File: src/rtl/npe_pkg.sv
// npe_pkg: shared types and constants for the next permutation engine
// beat structs, configuration register indexes, datapath command and status
// no dependencies
package npe_pkg;

    localparam int MAX_LEN_DEF   = 16;
    localparam int ELEM_BITS_DEF = 16;

    // configuration port
    localparam int CFG_IDX_W  = 1;
    localparam int CFG_DATA_W = 5;
    localparam int LEN_CFG_W  = 5;

    localparam logic [CFG_IDX_W-1:0] CFG_LENGTH = 1'd0;
    localparam logic [CFG_IDX_W-1:0] CFG_SIGNED = 1'd1;

    // operation codes of an input beat
    localparam logic OP_LOAD    = 1'b0;
    localparam logic OP_ADVANCE = 1'b1;

    typedef struct packed {
        logic        operation;
        logic [3:0]  position;
        logic [15:0] element_value;
    } in_beat_t;

    typedef struct packed {
        logic [15:0] out_value;
        logic [3:0]  out_index;
        logic        last_of_run;
        logic        finished;
    } out_beat_t;

    typedef enum logic [3:0] {
        DP_NOP,
        DP_LOAD,
        DP_START,
        DP_FIN,
        DP_SCAN_RD,
        DP_SCAN_STEP,
        DP_PIVOT,
        DP_TGT_STEP,
        DP_SWAP_A,
        DP_SWAP_B,
        DP_REV_A,
        DP_REV_B,
        DP_DONE,
        DP_EMIT_OUT
    } dp_cmd_t;

    typedef struct packed {
        logic len_lt2;   // sequence too short to permute
        logic less_ab;   // left read below right read
        logic less_pb;   // pivot value below right read
        logic i_one;     // scan reached the front
        logic rev_more;  // reverse pointers not yet crossed
        logic out_free;  // output register can take a beat
        logic last;      // current emit beat is the final one
    } dp_status_t;

endpackage

File: src/rtl/npe_ctrl.sv
// npe_ctrl: sequencer for load, pivot scan, target scan, swap, suffix reverse and emit
// drives npe_pkg::dp_cmd_t commands into npe_dpath, reads npe_pkg::dp_status_t
// depends on npe_pkg
module npe_ctrl (
    input  logic                aclk,
    input  logic                aresetn,
    input  logic                s_valid,
    output logic                s_ready,
    input  logic                s_operation,
    input  npe_pkg::dp_status_t st,
    output npe_pkg::dp_cmd_t    cmd
);

    typedef enum logic [2:0] {
        S_IDLE,
        S_CHECK,
        S_SCAN,
        S_TGT,
        S_SWAP,
        S_REV,
        S_REV2,
        S_EMIT
    } state_t;

    state_t state_reg, state_next;

    always_ff @(posedge aclk) begin
        if (!aresetn) begin
            state_reg <= S_IDLE;
        end else begin
            state_reg <= state_next;
        end
    end

    assign s_ready = (state_reg == S_IDLE);

    always_comb begin
        state_next = state_reg;
        cmd        = npe_pkg::DP_NOP;
        case (state_reg)
            S_IDLE: begin
                if (s_valid) begin
                    if (s_operation == npe_pkg::OP_LOAD) begin
                        cmd = npe_pkg::DP_LOAD;
                    end else begin
                        cmd        = npe_pkg::DP_START;
                        state_next = S_CHECK;
                    end
                end
            end
            S_CHECK: begin
                if (st.len_lt2) begin
                    cmd        = npe_pkg::DP_FIN;
                    state_next = S_EMIT;
                end else begin
                    cmd        = npe_pkg::DP_SCAN_RD;
                    state_next = S_SCAN;
                end
            end
            S_SCAN: begin
                if (st.less_ab) begin
                    cmd        = npe_pkg::DP_PIVOT;
                    state_next = S_TGT;
                end else if (st.i_one) begin
                    cmd        = npe_pkg::DP_FIN;
                    state_next = S_EMIT;
                end else begin
                    cmd = npe_pkg::DP_SCAN_STEP;
                end
            end
            S_TGT: begin
                if (st.less_pb) begin
                    cmd        = npe_pkg::DP_SWAP_A;
                    state_next = S_SWAP;
                end else begin
                    cmd = npe_pkg::DP_TGT_STEP;
                end
            end
            S_SWAP: begin
                cmd        = npe_pkg::DP_SWAP_B;
                state_next = S_REV;
            end
            S_REV: begin
                if (st.rev_more) begin
                    cmd        = npe_pkg::DP_REV_A;
                    state_next = S_REV2;
                end else begin
                    cmd        = npe_pkg::DP_DONE;
                    state_next = S_EMIT;
                end
            end
            S_REV2: begin
                cmd        = npe_pkg::DP_REV_B;
                state_next = S_REV;
            end
            S_EMIT: begin
                if (st.out_free) begin
                    cmd = npe_pkg::DP_EMIT_OUT;
                    if (st.last) begin
                        state_next = S_IDLE;
                    end
                end
            end
            default: begin
                state_next = S_IDLE;
            end
        endcase
    end

endmodule

File: src/rtl/npe_dpath.sv
// npe_dpath: element store, read registers, scan pointers, config and output register
// executes one npe_pkg::dp_cmd_t per cycle and reports npe_pkg::dp_status_t
// depends on npe_pkg
module npe_dpath #(
    parameter int MAX_LEN   = npe_pkg::MAX_LEN_DEF,
    parameter int ELEM_BITS = npe_pkg::ELEM_BITS_DEF
) (
    input  logic                             aclk,
    input  logic                             aresetn,
    input  logic                             cfg_we,
    input  logic [npe_pkg::CFG_IDX_W-1:0]    cfg_index,
    input  logic [npe_pkg::CFG_DATA_W-1:0]   cfg_data,
    input  npe_pkg::in_beat_t                s_data,
    input  npe_pkg::dp_cmd_t                 cmd,
    output npe_pkg::dp_status_t              st,
    output logic                             m_valid,
    input  logic                             m_ready,
    output npe_pkg::out_beat_t               m_data
);

    localparam int IDX_W = $clog2(MAX_LEN);
    localparam int LEN_W = $clog2(MAX_LEN + 1);
    localparam int DEPTH = 2 ** IDX_W;

    localparam logic [IDX_W-1:0]     IDX_ONE  = IDX_W'(1);
    localparam logic [IDX_W-1:0]     IDX_TWO  = IDX_W'(2);
    localparam logic [LEN_W-1:0]     LEN_ONE  = LEN_W'(1);
    localparam logic [LEN_W-1:0]     LEN_MAX  = LEN_W'(MAX_LEN);
    localparam logic [ELEM_BITS-1:0] SIGN_BIT = ELEM_BITS'(1) << (ELEM_BITS - 1);

    logic [ELEM_BITS-1:0] mem [DEPTH];

    logic [npe_pkg::LEN_CFG_W-1:0] cfg_len_reg;
    logic                          cfg_signed_reg;

    logic [ELEM_BITS-1:0] rd_a_reg, rd_b_reg, pval_reg;
    logic [IDX_W-1:0]     i_reg, i_next, j_reg, j_next, piv_reg, piv_next;
    logic [LEN_W-1:0]     len_reg, len_next, k_reg, k_next;
    logic                 fin_reg, fin_next;
    logic                 out_valid_reg;
    npe_pkg::out_beat_t   out_beat_reg;

    logic [IDX_W-1:0]     addr_a, addr_b, waddr;
    logic                 cap_a, cap_b, we;
    logic [ELEM_BITS-1:0] wdata;
    logic [LEN_W-1:0]     len_sat, len_dec, k_inc;
    logic [IDX_W-1:0]     last_idx;
    logic                 pos_ok;
    logic                 out_load;
    logic [ELEM_BITS-1:0] cmp_a, cmp_b, cmp_p;

    // saturate the configured length to MAX_LEN
    assign len_sat  = (int'(cfg_len_reg) > MAX_LEN) ? LEN_MAX : LEN_W'(cfg_len_reg);
    assign len_dec  = len_reg - LEN_ONE;
    assign last_idx = len_dec[IDX_W-1:0];
    assign k_inc    = k_reg + LEN_ONE;
    assign pos_ok   = (int'(s_data.position) < MAX_LEN);

    // signed order: flip the sign bit, then compare unsigned
    assign cmp_a = cfg_signed_reg ? (rd_a_reg ^ SIGN_BIT) : rd_a_reg;
    assign cmp_b = cfg_signed_reg ? (rd_b_reg ^ SIGN_BIT) : rd_b_reg;
    assign cmp_p = cfg_signed_reg ? (pval_reg ^ SIGN_BIT) : pval_reg;

    assign st.len_lt2  = (len_reg < LEN_W'(2));
    assign st.less_ab  = (cmp_a < cmp_b);
    assign st.less_pb  = (cmp_p < cmp_b);
    assign st.i_one    = (i_reg == IDX_ONE);
    assign st.rev_more = (i_reg < j_reg);
    assign st.out_free = !out_valid_reg || m_ready;
    assign st.last     = (len_reg == '0) || (k_inc == len_reg);

    assign out_load = (cmd == npe_pkg::DP_EMIT_OUT);

    always_comb begin
        i_next   = i_reg;
        j_next   = j_reg;
        k_next   = k_reg;
        piv_next = piv_reg;
        len_next = len_reg;
        fin_next = fin_reg;
        addr_a   = i_reg;
        addr_b   = j_reg;
        cap_a    = 1'b0;
        cap_b    = 1'b0;
        we       = 1'b0;
        waddr    = i_reg;
        wdata    = rd_b_reg;
        case (cmd)
            npe_pkg::DP_LOAD: begin
                we    = pos_ok;
                waddr = IDX_W'(s_data.position);
                wdata = ELEM_BITS'(s_data.element_value);
            end
            npe_pkg::DP_START: begin
                len_next = len_sat;
                i_next   = IDX_W'(len_sat - LEN_ONE);
            end
            npe_pkg::DP_SCAN_RD: begin
                addr_a = i_reg - IDX_ONE;
                addr_b = i_reg;
                cap_a  = 1'b1;
                cap_b  = 1'b1;
            end
            npe_pkg::DP_SCAN_STEP: begin
                // step left and fetch the next adjacent pair
                i_next = i_reg - IDX_ONE;
                addr_a = i_reg - IDX_TWO;
                addr_b = i_reg - IDX_ONE;
                cap_a  = 1'b1;
                cap_b  = 1'b1;
            end
            npe_pkg::DP_PIVOT: begin
                piv_next = i_reg - IDX_ONE;
                j_next   = last_idx;
                addr_b   = last_idx;
                cap_b    = 1'b1;
            end
            npe_pkg::DP_TGT_STEP: begin
                j_next = j_reg - IDX_ONE;
                addr_b = j_reg - IDX_ONE;
                cap_b  = 1'b1;
            end
            npe_pkg::DP_SWAP_A: begin
                we    = 1'b1;
                waddr = j_reg;
                wdata = pval_reg;
            end
            npe_pkg::DP_SWAP_B: begin
                // pivot gets the target value, then fetch the suffix ends
                we     = 1'b1;
                waddr  = piv_reg;
                wdata  = rd_b_reg;
                j_next = last_idx;
                addr_a = i_reg;
                addr_b = last_idx;
                cap_a  = 1'b1;
                cap_b  = 1'b1;
            end
            npe_pkg::DP_REV_A: begin
                we    = 1'b1;
                waddr = i_reg;
                wdata = rd_b_reg;
            end
            npe_pkg::DP_REV_B: begin
                we     = 1'b1;
                waddr  = j_reg;
                wdata  = rd_a_reg;
                i_next = i_reg + IDX_ONE;
                j_next = j_reg - IDX_ONE;
                addr_a = i_reg + IDX_ONE;
                addr_b = j_reg - IDX_ONE;
                cap_a  = 1'b1;
                cap_b  = 1'b1;
            end
            npe_pkg::DP_FIN, npe_pkg::DP_DONE: begin
                fin_next = (cmd == npe_pkg::DP_FIN);
                k_next   = '0;
                addr_a   = '0;
                cap_a    = 1'b1;
            end
            npe_pkg::DP_EMIT_OUT: begin
                k_next = k_inc;
                addr_a = k_inc[IDX_W-1:0];
                cap_a  = 1'b1;
            end
            default: begin
            end
        endcase
    end

    // element store, one write and two registered reads
    always_ff @(posedge aclk) begin
        if (we) begin
            mem[waddr] <= wdata;
        end
        if (cap_a) begin
            rd_a_reg <= mem[addr_a];
        end
        if (cap_b) begin
            rd_b_reg <= mem[addr_b];
        end
    end

    always_ff @(posedge aclk) begin
        i_reg   <= i_next;
        j_reg   <= j_next;
        k_reg   <= k_next;
        piv_reg <= piv_next;
        if (cmd == npe_pkg::DP_PIVOT) begin
            pval_reg <= rd_a_reg;
        end
        if (out_load) begin
            out_beat_reg.out_value   <= (len_reg == '0) ? 16'd0 : 16'(rd_a_reg);
            out_beat_reg.out_index   <= 4'(k_reg);
            out_beat_reg.last_of_run <= st.last;
            out_beat_reg.finished    <= fin_reg;
        end
    end

    always_ff @(posedge aclk) begin
        if (!aresetn) begin
            cfg_len_reg    <= '0;
            cfg_signed_reg <= 1'b0;
            len_reg        <= '0;
            fin_reg        <= 1'b1;
            out_valid_reg  <= 1'b0;
        end else begin
            if (cfg_we && cfg_index == npe_pkg::CFG_LENGTH) begin
                cfg_len_reg <= cfg_data[npe_pkg::LEN_CFG_W-1:0];
            end
            if (cfg_we && cfg_index == npe_pkg::CFG_SIGNED) begin
                cfg_signed_reg <= cfg_data[0];
            end
            len_reg <= len_next;
            fin_reg <= fin_next;
            if (out_load) begin
                out_valid_reg <= 1'b1;
            end else if (m_ready) begin
                out_valid_reg <= 1'b0;
            end
        end
    end

    assign m_valid = out_valid_reg;
    assign m_data  = out_beat_reg;

    a_write_in_range: assert property (@(posedge aclk) disable iff (!aresetn)
        we |-> (int'(waddr) < MAX_LEN))
        else $error("store write outside the sequence depth");

    a_emit_slot_free: assert property (@(posedge aclk) disable iff (!aresetn)
        out_load |-> (!out_valid_reg || m_ready))
        else $error("result loaded over an untaken beat");

    a_rev_ordered: assert property (@(posedge aclk) disable iff (!aresetn)
        (cmd == npe_pkg::DP_REV_A) |-> (i_reg < j_reg && piv_reg < i_reg))
        else $error("reverse pointers out of order");

    a_advance_needs_two: assert property (@(posedge aclk) disable iff (!aresetn)
        (cmd == npe_pkg::DP_DONE) |-> !st.len_lt2)
        else $error("permutation produced for a sequence shorter than two");

endmodule

File: src/rtl/next_permutation_engine.sv
// next_permutation_engine: top level, steps a stored sequence to its next permutation
// instantiates npe_ctrl and npe_dpath, depends on npe_pkg
//
// Usage: s_ channel (valid/ready) takes load and advance beats. A load beat
// writes element_value at position and gives no result; loads
// to a position at or above MAX_LEN are dropped. An advance beat works on the
// first min(length_in_use, MAX_LEN) elements: it scans left for the pivot,
// scans left for the swap target, swaps, reverses the suffix and then sends
// every element on the m_ channel, in order, with last_of_run on the final beat.
// finished is set when no next permutation exists; the store is then unchanged.
// A length of zero gives a single beat with value 0, last_of_run and finished.
// s_ready is high only while no advance is in progress; the last result can
// still wait in the output register while the next beat is taken.
// A stalled m_ready holds the emit pass, one result beat a cycle otherwise.
// cfg_we writes register cfg_index (0 length, 1 signed order); the user must do
// this only while idle, which the block itself does not enforce.
// Reset clears the configuration and the handshakes and sets the finished flag;
// the element store holds nothing defined until it is loaded.
module next_permutation_engine #(
    parameter int MAX_LEN   = npe_pkg::MAX_LEN_DEF,
    parameter int ELEM_BITS = npe_pkg::ELEM_BITS_DEF
) (
    input  logic                           aclk,
    input  logic                           aresetn,
    input  logic                           cfg_we,
    input  logic [npe_pkg::CFG_IDX_W-1:0]  cfg_index,
    input  logic [npe_pkg::CFG_DATA_W-1:0] cfg_data,
    input  logic                           s_valid,
    output logic                           s_ready,
    input  npe_pkg::in_beat_t              s_data,
    output logic                           m_valid,
    input  logic                           m_ready,
    output npe_pkg::out_beat_t             m_data
);

    npe_pkg::dp_cmd_t    cmd;
    npe_pkg::dp_status_t st;

    npe_ctrl u_ctrl (
        .aclk        (aclk),
        .aresetn     (aresetn),
        .s_valid     (s_valid),
        .s_ready     (s_ready),
        .s_operation (s_data.operation),
        .st          (st),
        .cmd         (cmd)
    );

    npe_dpath #(
        .MAX_LEN   (MAX_LEN),
        .ELEM_BITS (ELEM_BITS)
    ) u_dpath (
        .aclk      (aclk),
        .aresetn   (aresetn),
        .cfg_we    (cfg_we),
        .cfg_index (cfg_index),
        .cfg_data  (cfg_data),
        .s_data    (s_data),
        .cmd       (cmd),
        .st        (st),
        .m_valid   (m_valid),
        .m_ready   (m_ready),
        .m_data    (m_data)
    );

endmodule

File: config.mk
export PLATFORM = sky130hd
export DESIGN_NAME = next_permutation_engine
export DESIGN_NICKNAME = d
export VERILOG_FILES = /design/src/rtl/npe_pkg.sv /design/src/rtl/npe_ctrl.sv /design/src/rtl/npe_dpath.sv /design/src/rtl/next_permutation_engine.sv
export SDC_FILE = /design/constraint.sdc
export NUM_CORES = 1
export LEC_CHECK = 0
export BUFFER_PORTS_ARGS = -buffer_cell sky130_fd_sc_hd__buf_2
export CELL_PAD_IN_SITES_DETAIL_PLACEMENT = 0
export CELL_PAD_IN_SITES_GLOBAL_PLACEMENT = 2
export CORE_MARGIN = 2
export CORE_UTILIZATION = 46
export CTS_CLUSTER_DIAMETER = 80
export DETAILED_ROUTE_END_ITERATION = 10
export PLACE_DENSITY_LB_ADDON = 0.1
export SKIP_CTS_REPAIR_TIMING = 1
export SLEW_MARGIN = 20
export SYNTH_ARGS = -nofsm -noshare
export SYNTH_HDL_FRONTEND = slang
export SYNTH_SLANG_ARGS = --single-unit
File: constraint.sdc
create_clock -name aclk -period 6.5 [get_ports aclk]
set_input_delay 0.325 -clock aclk [delete_from_list [all_inputs] [get_ports aclk]]
set_output_delay 0.325 -clock aclk [all_outputs]
set_load 0.05 [all_outputs]
=== After elaboration in Yosys (flattened, before gate mapping) ===
Memory sizes are Yosys's and may differ from the RTL's. A register that Yosys moved wholly into a read port is not among the register bits.
Index checks and enable logic that the tools add are counted.

* Register bits: 71
* Bits in writable memories: 256
* Bits of input ports: 32
* Output and inout bits: 24
* Logic and storage cells: 117
* Memories: 1

{| class="wikitable"
|+ Memory list
! name !! depth !! bits a word !! rd ports !! clocked after memory_dff !! wr ports !! line !! text
|-
| u_dpath.mem || 16 || 16 || 2 || 2 || 1 || npe_dpath.sv:31 || <nowiki>logic [ELEM_BITS-1:0] mem [DEPTH];</nowiki>
|}

* $add $sub $neg: 7
* Order comparisons: 5
* Eq/ne operators: 28
* Mux-type cells: 37
* Bitwise logic cells: 4
* Reduce and logical (&&, ||, !) cells: 20

{| class="wikitable"
|+ Operators with widths
! kind !! number
|-
| 16-bit 2-to-1 mux || 3
|-
| 16-bit case mux with 3 select lines || 1
|-
| 3-bit 2-to-1 mux || 11
|-
| 16-bit less-than comparator || 2
|-
| 4-bit case mux with 8 select lines || 1
|-
| 4-bit == test, second input constant || 6
|-
| 4-bit case mux with 3 select lines || 2
|-
| 3-bit case mux with 7 select lines || 1
|-
| 4-bit case mux with 5 select lines || 1
|-
| 4-bit by 3-bit == test with 1-bit output, second input constant || 4
|-
| 4-bit 2-to-1 mux || 4
|-
| 4-bit case mux with 4 select lines || 1
|-
| 4-bit by 1-bit subtractor with 4-bit output, second input constant || 4
|-
| 3-bit == test, second input constant || 4
|-
| 5-bit case mux with 2 select lines || 1
|-
| 2-bit OR reduction || 5
|-
| 4-bit by 1-bit == test with 1-bit output, second input constant || 2
|-
| 4-bit by 2-bit == test with 1-bit output, second input constant || 2
|-
| 1-bit 2-to-1 mux || 8
|-
| 2-bit != test, second input constant || 4
|-
| 4-bit case mux with 2 select lines || 1
|-
| 7-bit OR reduction || 1
|-
| 3-bit by 2-bit == test with 1-bit output, second input constant || 2
|-
| 6-bit AND reduction || 1
|-
| 22 further kinds || 29
|}

=== Depth between registers and ports, before layout ===
* Depth after elaboration: 10
* Depth in mapped cells: 18
* Depth with buffers taken out: 14

=== By module ===
From an unflattened synthesis, not the netlist that was laid out.

* Cells, all modules: 1474
* Area, all modules: 18783.0 um2

{| class="wikitable"
|+ By module, submodules not included
! module !! instances !! cells each !! area each (um2) !! seq. area each (um2)
|-
| npe_dpath || 1 || 1422 || 18380.1 || 10560.1
|-
| npe_ctrl || 1 || 52 || 402.9 || 60.1
|}

=== Worst setup path before layout ===
OpenSTA, ideal clock, no wires.

* Kind: reg2reg
* From: register u_dpath.out_valid_reg (netlist: u_dpath.m_valid)
* To: register u_dpath.rd_a_reg[1] (read register of u_dpath.mem), data pin
* Library setup time: 0.261 ns
* Arrival time: 3.762 ns
* Data required time: 6.239 ns
* Setup slack: 2.477 ns
* Cell stages (with the launch flop): 15
* Path buffers: 2
* Period minus slack after synthesis: 4.023 ns
* Cells stage by stage: dfxtp_1 nand2b_1 nand2b_1 inv_1 or4_1 a221o_1 nand3b_1 and4bb_1 buf_6 mux2_4 buf_2 a31oi_1 a21boi_0 o32ai_1 a311o_1

* Cells in the longest elaborated chain, start to end: 7
* Elaborated cells on any way between the ends: 15
* Classes of those cells: eq/ne (7); mux (4); reduce/logical (4)

{| class="wikitable"
|+ RTL lines
! item !! line !! text
|-
| start, declared || npe_dpath.sv:40 || <nowiki>logic out_valid_reg;</nowiki>
|-
| start signal, assigned || npe_dpath.sv:206 || <nowiki>out_valid_reg <= 1'b0;</nowiki>
|-
| start signal, assigned || npe_dpath.sv:217 || <nowiki>out_valid_reg <= 1'b1;</nowiki>
|-
| start signal, assigned || npe_dpath.sv:219 || <nowiki>out_valid_reg <= 1'b0;</nowiki>
|-
| 1-bit zero test * || npe_dpath.sv:69 || <nowiki>assign st.out_free = !out_valid_reg || m_ready;</nowiki>
|-
| 1-bit logical OR * || npe_dpath.sv:69 ||
|-
| 4-bit 2-to-1 mux * || npe_ctrl.sv:97 || <nowiki>if (st.out_free) begin</nowiki>
|-
| 4-bit case mux with 8 select lines * || npe_ctrl.sv:40 || <nowiki>case (state_reg)</nowiki>
|-
| 4-bit == test * || - ||
|-
| named net u_dpath.out_load || npe_dpath.sv:49 || <nowiki>logic out_load;</nowiki>
|-
| 7-bit OR reduction (no line) || - ||
|-
| 1-bit 2-to-1 mux || npe_dpath.sv:88 || <nowiki>case (cmd)</nowiki>
|-
| end, declared || npe_dpath.sv:36 || <nowiki>logic [ELEM_BITS-1:0] rd_a_reg, rd_b_reg, pval_reg;</nowiki>
|}

Mark *: on every way through the listed nets, which the timed path passes. The rest lies on a longest branch.
A chain may end at the register's enable or synchronous reset.

=== Worst setup path after layout ===
* From: register u_dpath.rd_a_reg[5] (read register of u_dpath.mem)
* To: register u_dpath.rd_a_reg[13] (read register of u_dpath.mem), data pin

* Cells in the longest elaborated chain, start to end: 7
* Elaborated cells on any way between the ends: 15
* Classes of those cells: order compare (1); eq/ne (7); mux (5); reduce/logical (2)

{| class="wikitable"
|+ RTL lines
! item !! line !! text
|-
| 16-bit 2-to-1 mux * || npe_dpath.sv:60 || <nowiki>assign cmp_a = cfg_signed_reg ? (rd_a_reg ^ SIGN_BIT) : rd_a_reg;</nowiki>
|-
| 16-bit less-than comparator * || npe_dpath.sv:65 || <nowiki>assign st.less_ab = (cmp_a < cmp_b);</nowiki>
|-
| 4-bit 2-to-1 mux * || npe_ctrl.sv:61 || <nowiki>if (st.less_ab) begin</nowiki>
|-
| 4-bit case mux with 8 select lines * || npe_ctrl.sv:40 ||
|-
| 4-bit == test (tied with other cells) || npe_dpath.sv:88 ||
|-
| 2-bit OR reduction / 7-bit OR reduction (equally long branches) || - ||
|-
| 4-bit case mux with 5 select lines / 1-bit 2-to-1 mux (equally long branches) || npe_dpath.sv:88 ||
|}

Every way passes the cells marked *; elsewhere a longest branch is shown, timed or not.

==> out/metrics.cfg <==
[detailed_routing]
ant_nets = 0
finalWirelength_um = 61200
dr.pass1.iters = 6
via_per_inst = 6.27
wl_per_cell_um = 26.9
drcViolationCount = 0
vias = 14300
drt_iter0_drc = 1377

[global_routing]
grt_max_degree = 129
grt_pass1_vias = 13600
antenna_found_initial = 1
grt_use_total = 0.293
grt_overflow = 0
grt_pass1_wl_um = 89200

[place]
post-dp-hpwl_um = 37800
placed_area_um2 = 19500
port-buffer-count = 55
place_congestion = 0.878

[worst_setup_path]
cpPeakStageDelay_ns = 0.64
cp_max_fo = 38
crit_slowest_cell = o211ai_2
worstPathRequired_ns = 6.78
path_cells = ha_1 -> a21oi_1 -> o21ai_0 -> a41oi_1 -> o211ai_2 -> a31oi_2 -> o211ai_2 -> nand2_1 -> o32ai_4 -> buf_4 -> nand2_2 -> buf_12 -> a21boi_0 -> o32ai_1 -> a311o_1
cp.arrival_ns = 5.68
critPathCaptureType = register
path_common_cell = o211ai_2
crit_type = reg -> reg
start_kind = register

[floorplan]
die_area_um2 = 41900
rows = 73
die_w_um = 205
die_h_um = 205
core-area_um2 = 39700
start_util = 0.466
io_pins = 56

[sta]
slew_headroom = 0.232
period_minus_slack_ns = 5.40
fin_skew_ns = 0.0186
setup_viol = 0
finalCritPeriodShare = 0.831
finalHoldViolCount = 0
holdWs_ns = 0.0136
fin_setup_tns_ns = 0
worst_pin_slew_ns = 1.15
report.final.slew_viol_count = 0
grt_setup_unrepaired = false
fmax_ghz = 0.185

[synthesis]
netlist_area_um2 = 18500
synthFlopType = edfxtp_1
yosysUniqueCellTypes = 86
async_flop_share = 0
ys_seq_elements = 359
syn-num-nets = 1763
ys_seq_area_frac = 0.573
syn_inst = 1689
syn_avg_cell_area_um2 = 11.0
synth_warnings = 0
synth_edf_count = 343

[clock_tree]
h-tree-depth = 2
cts_inserted_buffers = 41
cts_sinks = 359
clkTransAtPathRegs_ns = 0.06
cts_tree = built
cts-root-buf = clkbuf_16
clock_path_buffers = 3
insertion_delay_ns = 0.57

[power_and_ir_drop]
power_density_nw_per_um2 = 625
ir_drop_v = 0.000542
leakagePower_nw = 7.62
fin_total_pwr_mw = 13.0

[cells_and_area]
largest_register_ffs = 256
fin_area_um2 = 20800
num-nets-final = 1796
nFillCells = 3512
regMostFlops = u_dpath.mem
area_delta_synth_final_pct = 12.3
drive_gt1_frac = 0.130

[job]
maxCapViolations = 0

[run_status]
status = completed

[min_path]
hold_class = in -> reg

cell type report:
type / instances / area (um^2) / share of cell area
clock inverter: 21 / 201 / 0.00968
multi-input combinational: 1175 / 7350 / 0.353
antenna: 1 / 2.50 / 0.000120
inverter: 35 / 131 / 0.00632
clock buffer: 49 / 1100 / 0.0528
tap: 525 / 657 / 0.0316
timing repair buffer: 110 / 741 / 0.0356
sequential: 359 / 10600 / 0.511
worst paths after layout:
path | from | end | slack (ns) | cells after the start
setup / recovery | u_dpath.rd_a_reg[5]$_DFFE_PP_ | u_dpath.rd_a_reg[13]$_DFFE_PP_ | 1.10 | 15
hold / removal | cfg_data[4] | u_dpath.cfg_len_reg[4]$_SDFFE_PN0P_ | 0.01 | 3
setup reg to reg | u_dpath.rd_a_reg[5]$_DFFE_PP_ | u_dpath.rd_a_reg[13]$_DFFE_PP_ | 1.10 | 15
hold reg to reg | u_dpath.fin_reg$_SDFFE_PN1P_ | u_dpath.m_data[0]$_DFFE_PN_ | 0.44 | 0
metrics by stage:
stage                     utilization  cells  setup WS (ns)
after floorplan                     -   1689           2.48
after CTS                       0.523   2273           1.11
after global placement          0.490   2203           1.19
after global routing            0.524   2274          0.784
after detailed placement        0.490   2203           1.15
final                           0.524   2275           1.10
power by group:
group / internal, mW / leakage [nW] / switching, mW
Sequential: 3.53 / 3.23 / 0.335
Clock: 1.36 / 0.647 / 0.925
Combinational: 2.22 / 3.74 / 4.64
Total: 7.11 / 7.62 / 5.90
kinds of logic (layout without fill, tap and decap cells):
family / after synthesis / in the layout / share of synthesized area
and+or+nand+nor: 587 / 587 / 0.145
AOI/OAI and AO/OA: 478 / 478 / 0.176
DFF: 359 / 359 / 0.573
buffers and inverters: 155 / 215 / 0.0407
muxes: 48 / 48 / 0.0270
adders and majority gates: 42 / 42 / 0.0284
xor gates and xnor gates: 20 / 20 / 0.00946
other: 0 / 1 / 0
Yosys cell counts (all sizes together), types with 9 or more instances:
library cell	number	area [um^2]
a211o	16	140
a21boi	31	236
a21oi	153	773
a221oi	10	87.6
a222oi	17	170
a22o	12	105
a22oi	44	330
a311o	15	150
a31oi	33	213
and3	42	263
buf	71	437
clkbuf	49	185
dfxtp	16	320
edfxtp	343	10300
ha	42	526
inv	35	131
mux2i	45	463
nand2	313	1180
nand2b	13	81.3
nand3	72	360
nor2	64	243
nor2b	25	156
nor3	14	75.1
o21ai	72	364
o32ai	17	168
xnor2	9	78.8
xor2	11	96.3
worst max-delay path: cells and delay by family (launching register included):
family	cells	cell delay, ns
adders and majority gates	1	0.39
buffers and inverters	2	0.78
DFF	1	0.54
AOI/OAI and AO/OA	10	2.65
and+or+nand+nor	2	0.75
cell usage in the layout (no fill, tap or decap), types with 13 or more instances in the layout:
cell and instances:
mux2i_1 44, buf_2 55, a222oi_1 17, o21ai_0 65, a21boi_0 27, clkbuf_16 43, inv_1 34, edfxtp_1 343
ha_1 42, nor2b_1 21, nor3_1 13, a31oi_1 32, o32ai_1 16, nand3_1 72, a22oi_1 44, buf_4 50
nor2_1 47, a311o_1 15, a21oi_1 143, and3_1 42, dfxtp_1 16, a211o_1 16, nand2_1 311
layer usage:
metal | global-route usage | wire length [um] | vias up
li1 | - | - | 6452
met1 | 0.407 | 26200 | 7041
met2 | 0.459 | 27800 | 646
met3 | 0.0606 | 5350 | 119
met4 | 0.0937 | 1890 | 0
met5 | 0 | 0 | -
Power figures use the tool's default switching activity.
